**config.mk**
```make
export PLATFORM = sky130hd
export DESIGN_NAME = swmd_chain
export DESIGN_NICKNAME = d
export VERILOG_FILES = /design/src/hdl/swmd_pkg.sv /design/src/hdl/swmd_cell.sv /design/src/hdl/swmd_chain.sv
export SDC_FILE = /design/constraint.sdc
export NUM_CORES = 2
export LEC_CHECK = 0
export BUFFER_PORTS_ARGS = -buffer_cell sky130_fd_sc_hd__buf_2
export CAP_MARGIN = 20
export CORE_MARGIN = 2
export CORE_UTILIZATION = 55
export DETAILED_ROUTE_END_ITERATION = 12
export PLACE_DENSITY = 0.75
export SLEW_MARGIN = 20
export SYNTH_ARGS = -nofsm -noshare
export SYNTH_HDL_FRONTEND = slang
export SYNTH_SLANG_ARGS = --single-unit
```
**constraint.sdc**
```tcl
create_clock -name clk -period 5.5 [get_ports clk]
set_clock_uncertainty 0.2 [all_clocks]
set_input_delay 0.825 -clock clk [delete_from_list [all_inputs] [get_ports clk]]
set_output_delay 0.825 -clock clk [all_outputs]
set_load 0.01 [all_outputs]
```
**src/hdl/swmd_pkg.sv**
```systemverilog
`timescale 1ns / 1ps
// ----------------------------------------------------------------------------
// swmd_pkg
// Shared types and constants for the stack with middle delete.
// ----------------------------------------------------------------------------
package swmd_pkg;

	localparam int FIELD_W = 32;
	localparam int COUNT_W = 7;

	typedef enum logic [1:0] {
		REQ_QUERY  = 2'd0,
		REQ_PUSH   = 2'd1,
		REQ_POP    = 2'd2,
		REQ_DELMID = 2'd3
	} req_kind_t;

	typedef enum logic [1:0] {
		ST_OK    = 2'd0,
		ST_EMPTY = 2'd1,
		ST_FULL  = 2'd2
	} status_t;

	typedef struct packed {
		req_kind_t                   req_type;
		logic signed [FIELD_W-1:0]   push_value;
	} req_t;

	typedef struct packed {
		logic signed [FIELD_W-1:0]   top_value;
		logic signed [FIELD_W-1:0]   middle_value;
		logic [COUNT_W-1:0]          entry_count;
		logic                        is_empty;
		status_t                     status;
	} rsp_t;

	// per-cycle move of a whole chain
	typedef enum logic [1:0] {
		OP_HOLD      = 2'd0,
		OP_SHIFT_IN  = 2'd1,	// insert at cell 0, everything moves up
		OP_SHIFT_OUT = 2'd2	// drop cell 0, everything moves down
	} chain_op_t;

	typedef struct packed {
		chain_op_t op;
		logic      wr_en;	// indexed write, applied after the move
	} chain_ctl_t;

endpackage

```
**src/hdl/swmd_cell.sv**
```systemverilog
`timescale 1ns / 1ps
// ----------------------------------------------------------------------------
// swmd_cell
// One storage cell of a chain: holds a word, takes it from a neighbor on a
// shift, or takes the broadcast word when the write index names this cell.
// ----------------------------------------------------------------------------
module swmd_cell #(
	parameter int DW  = 32,
	parameter int IW  = 1,
	parameter int IDX = 0
) (
	input  logic                 clk,
	input  swmd_pkg::chain_ctl_t ctl,
	input  logic [DW-1:0]        lower_q,
	input  logic [DW-1:0]        upper_q,
	input  logic [IW-1:0]        wr_idx,
	input  logic [DW-1:0]        wr_data,
	output logic [DW-1:0]        q,
	output logic [DW-1:0]        d
);
	import swmd_pkg::*;

	logic [DW-1:0] data_q;

	always_comb begin
		unique case (ctl.op)
			OP_HOLD:      d = data_q;
			OP_SHIFT_IN:  d = lower_q;
			OP_SHIFT_OUT: d = upper_q;
			default:      d = data_q;
		endcase
		if (ctl.wr_en && (wr_idx == IW'(IDX))) begin
			d = wr_data;
		end
	end

	always_ff @(posedge clk) begin
		data_q <= d;
	end

	assign q = data_q;

endmodule

```
**src/hdl/swmd_chain.sv**
```systemverilog
`timescale 1ns / 1ps
// ----------------------------------------------------------------------------
// swmd_chain
// A row of cells. Cell 0 is the open end; cells past the occupied length
// hold don't-care data.
// ----------------------------------------------------------------------------
module swmd_chain #(
	parameter int DW = 32,
	parameter int N  = 32,
	parameter int IW = 5
) (
	input  logic                 clk,
	input  swmd_pkg::chain_ctl_t ctl,
	input  logic [DW-1:0]        head,
	input  logic [IW-1:0]        wr_idx,
	input  logic [DW-1:0]        wr_data,
	output logic [DW-1:0]        head_q,
	output logic [DW-1:0]        head_d
);
	import swmd_pkg::*;

	logic [DW-1:0] cell_q [N];
	logic [DW-1:0] cell_d [N];

	for (genvar i = 0; i < N; i++) begin : g_cell
		logic [DW-1:0] lower;
		logic [DW-1:0] upper;

		if (i == 0) begin : g_first
			assign lower = head;
		end else begin : g_mid
			assign lower = cell_q[i-1];
		end

		if (i == N-1) begin : g_last
			assign upper = cell_q[i];
		end else begin : g_inner
			assign upper = cell_q[i+1];
		end

		swmd_cell #(
			.DW  (DW),
			.IW  (IW),
			.IDX (i)
		) u_cell (
			.clk     (clk),
			.ctl     (ctl),
			.lower_q (lower),
			.upper_q (upper),
			.wr_idx  (wr_idx),
			.wr_data (wr_data),
			.q       (cell_q[i]),
			.d       (cell_d[i])
		);
	end

	assign head_q = cell_q[0];
	assign head_d = cell_d[0];

endmodule

```
After elaboration in Yosys (flattened, before gate mapping)
Index checks and enable logic that the tools add are counted.
- output and inout port bits: 64
- word-level logic and storage cells: 193
- input bits: 73
- register bits after elaboration: 1024
- multiplexer cells: 64
- equal/unequal tests: 33
- reduce and logical (&&, ||, !) cells: 64
- operator list (kind ; number):
    $pmux W32 S2 ; 31
    $mux W32 ; 33
    $reduce_bool A3 Y1 ; 30
    $eq A5 B5 Y1 const B ; 16
    $eq A5 B4 Y1 const B ; 8
    $logic_and A1 B1 Y1 ; 32
    $eq A5 B3 Y1 const B ; 4
    $eq A5 B2 Y1 const B ; 2
    $eq A5 B1 Y1 const B ; 1
    $logic_not A5 Y1 ; 1
    $eq A2 B1 Y1 const B ; 1
    $eq A2 B2 Y1 const B ; 1
    $reduce_bool A2 Y1 ; 1

Depth between registers and ports, before layout
- depth in word-level cells: 3
- depth in mapped cells: 8
- gate-level depth less buffers: 5

By module
Synthesis repeated with hierarchy kept, for this count alone.
- cells, all modules: 5828
- area, all modules: 56356.6 um^2
- by module, submodules not included (module ; cells an instance ; area an instance (um^2) ; times used):
    swmd_cell (g_cell[13].u_cell ...) ; 182 ; 1681.6 ; 6
    swmd_cell (g_cell[17].u_cell ...) ; 182 ; 1791.7 ; 5
    swmd_cell (g_cell[1].u_cell ...) ; 182 ; 1794.2 ; 4
    swmd_cell (g_cell[10].u_cell ...) ; 182 ; 1783.0 ; 4
    swmd_cell (g_cell[11].u_cell ...) ; 182 ; 1780.5 ; 3
    swmd_cell (g_cell[15].u_cell ...) ; 182 ; 1670.4 ; 3
    swmd_cell (g_cell[23].u_cell ...) ; 183 ; 1860.5 ; 2
    swmd_cell (g_cell[31].u_cell) ; 183 ; 1873.0 ; 1
    swmd_cell (g_cell[12].u_cell) ; 183 ; 1801.7 ; 1
    swmd_cell (g_cell[0].u_cell) ; 182 ; 1774.2 ; 1
    swmd_cell (g_cell[16].u_cell) ; 182 ; 1773.0 ; 1
    swmd_cell (g_cell[28].u_cell) ; 182 ; 1704.1 ; 1

Worst setup path before layout
OpenSTA, ideal clock, no wires.
- path type: input port to flip-flop
- start: input port wr_idx[2]
- end: register g_cell[25].u_cell.data_q[0] (enable)
- stages on the path: 3
- setup slack: 1.261 ns
- arrival: 3.574 ns
- cell sequence: buf_2 > nand4b_1 > o21ai_0
- cells in the longest elaborated chain, start to end: 3
- RTL lines (what ; RTL line ; RTL):
    start, declared ; swmd_chain.sv:15 ; input logic [IW-1:0] wr_idx,
    $eq A5 B5 Y1 ; swmd_cell.sv:32 ; if (ctl.wr_en && (wr_idx == IW'(IDX))) begin
    $logic_and A1 B1 Y1 ; swmd_cell.sv:32 ;
    $reduce_bool A3 Y1 (no source line) ; - ;
    end signal, assigned ; swmd_cell.sv:38 ; data_q <= d;
    end, declared ; swmd_cell.sv:23 ; logic [DW-1:0] data_q;
Every way passes these cells.
A chain may end at the register's enable or synchronous reset.

Final worst setup path
- start: input port wr_idx[2]
- end: output port head_d[20]
- cells in the longest elaborated chain, start to end: 3
- RTL lines (what ; RTL line ; RTL):
    $logic_not A5 Y1 ; swmd_cell.sv:32 ;
    $logic_and A1 B1 Y1 ; swmd_cell.sv:32 ;
    $mux W32 ; swmd_cell.sv:32 ;
    end, declared ; swmd_chain.sv:18 ; output logic [DW-1:0] head_d
Every way passes these cells.

==> metrics <==
f_max approximately 240 MHz; cell accounting for the most synthesized area edfxtp_1; die height 320 µm; CTS Buffer Depth 3; Slowest-stage cell, CP and2_2; PortBufs 136; final hold viol count 0; max FFs per register around 1,000; row count 116; LEAKAGE 19.9 nW; Yosys cell types 31; drt total wl 132 mm; initial antenna violation count 5; CTS Hold Buffers Added 0; diode count 0; Die ar. 103,000 µm²; clock latency on the worst-skew pair 0.67 ns; Final Max Slew Viols 0; synth cell count leaders mux2_2, edfxtp_1, o21ai_0, mux2i_1, nand3_1; Async S/R FF share, synth 0%; GRT Residual Overflow 0; drc violations 0; top cell type's share of synthesized area 54.1%; Final min period 4.21 ns; postcts setup bufs 0; final setup fails 0; vias per cell 6.34; unrepaired setup endpoints after global routing false; RD Place Congestion 0.789; number of global-route vias before repair 34,200; Worst-path clk slew 0.06 ns; Critical Path AT 3.19 ns; CTS tree yes; Power Density 348 nW/µm²; CTS root buf clkbuf_16; synth warn 0; first-pass GRT wire length 205 mm; Area Overhead vs Synth 8.05%; Mapped Area 55,000 µm²; setup ws final around 1.3 ns; pre-CTS setup slack 1.34 ns; Worst setup SP type primary input; IO Pins 137; Core ar. about 100,000 µm²; DRT Pass-1 Iters 6; CP most frequent cell buf_2; Slew HR between 20% and 30%; largest incremental delay on the critical path 0.91 ns; Critical Path RT 4.47 ns; Post-synth EDFFs 992; Avg Cell Area, Syn 13.7 µm²; clock sinks 1,024; register bit total from synthesis ~1,000; status complete, no violations; Post-Route Setup TNS 0 ns; CP Class primary input to output port; Peak VDD IR 0.286 mV; Critical Path End Type output port; total power roughly 21 mW; post-CTS resize count 0; most frequent cell after synthesis mux2_2; final instance area 59,400 µm²; pin count of the biggest net entering global routing roughly 110; Seq/Total Area, Yosys between 50 and 60%; CTS H-tree lvls 3; Initial Util approximately 55%; Final nets ~4,000; Min-Delay Path Class flop to flop; Num CTS Buffers around 110; Max Cap Violations 0; synth top area cells edfxtp_1, mux2_2, mux2i_1; fin crit share 76.6%; Cells after Synth 4,020; Post-Place Cell Area 56,200 µm²; crit path max fanout 32; drt wl/cell 24.9 µm; synthesized net count 4,096; vias about 34,000; Die Span X approximately 320 µm; Slew @ Worst Pin 1.14 ns; hpwl dp around 80 mm; Main synth FF type edfxtp_1; total track usage 25.4%; Iteration-0 DRC Markers 3,376; ANT nets after route 0; Cell Chain, Critical Path buf_2 -> nor4b_4 -> buf_4 -> and2_2 -> mux2_2 -> buf_2; ratio of cells with drive above 1 in the final layout 38.0%
metrics by stage:
| stage | util, % | hold WS [ns] | std cells |
|---|---|---|---|
| finish | 59.7 | 0.381 | 5300 |
| CTS | 59.7 | 0.346 | 5300 |
| floorplan | - | 0.346 | 4020 |
| global route | 59.7 | 0.382 | 5300 |
| global placement | 56.5 | 0.358 | 5106 |
| detailed placement | 56.5 | 0.359 | 5106 |
routing by layer:
metal	track usage (%)	up-vias	routed length (µm)	share of wire (%)
met5	0	-	13	0.0098
met2	42.3	1168	64300	49
li1	-	15200	-	-
met4	6.32	2	3110	2.4
met1	35.2	17000	56600	43
met3	3.65	237	8140	6.2
power breakdown:
part / internal (mW) / switching, mW
clock: 3.86 / 3.02
combinational: 1.53 / 1.48
sequential: 10.1 / 0.679
logic make-up after synthesis:
| family | share of synthesized area [%] |
|---|---|
| multiplexers | 31.9 |
| adder cells (fa/ha/maj) | 0.0682 |
| buffers and inverters | 3.92 |
| AO/OA/AOI/OAI | 4.32 |
| flip-flops | 55.3 |
| AND/OR/NAND/NOR | 4.50 |
worst paths after layout:
| check | depth (start not counted) | from | slack, ns | endpoint |
|---|---|---|---|---|
| max reg2reg | 3 | g_cell[1].u_cell.q[3] | 3.87 | g_cell[0].u_cell.q[3] |
| min | 1 | g_cell[30].u_cell.q[6] | 0.38 | g_cell[31].u_cell.q[6] |
| max | 6 | wr_idx[2] | 1.29 | head_d[20] |
| min reg2reg | 1 | g_cell[30].u_cell.q[6] | 0.38 | g_cell[31].u_cell.q[6] |
worst max-delay path, delay by kind of cell:
kind	cells	cell delay, ns
buf+inv	3	0.64
simple gates	2	1.19
mux	1	0.44
layout by cell type, fill, tap and decap left out, drive strengths merged:
cell type and instances:
nand2 63, nand3 384, nand4b 3, a22oi 32, nor4b 1, and2 5, nor3 1, clkbuf 146
dfxtp 32, mux2i 384, nand4 1, and4b 3, nor2 13, inv 4, nor2b 2, buf 234
nor4bb 1, clkinvlp 2, or2 1, mux2 1216, clkinv 39, bufinv 5, and4bb 2, o21ai 427
nand2b 6, ha 3, edfxtp 992
area by class of cell:
cell class	instances	area, µm²
multi-input cells	2548	22600
clock inverters	48	360
clock buffers	146	2870
fillers	7734	40100
inverters	2	7.51
well taps	1298	1620
repair buffers	234	1520
flip-flops and latches	1024	30400
Power figures use the tool's default switching activity.
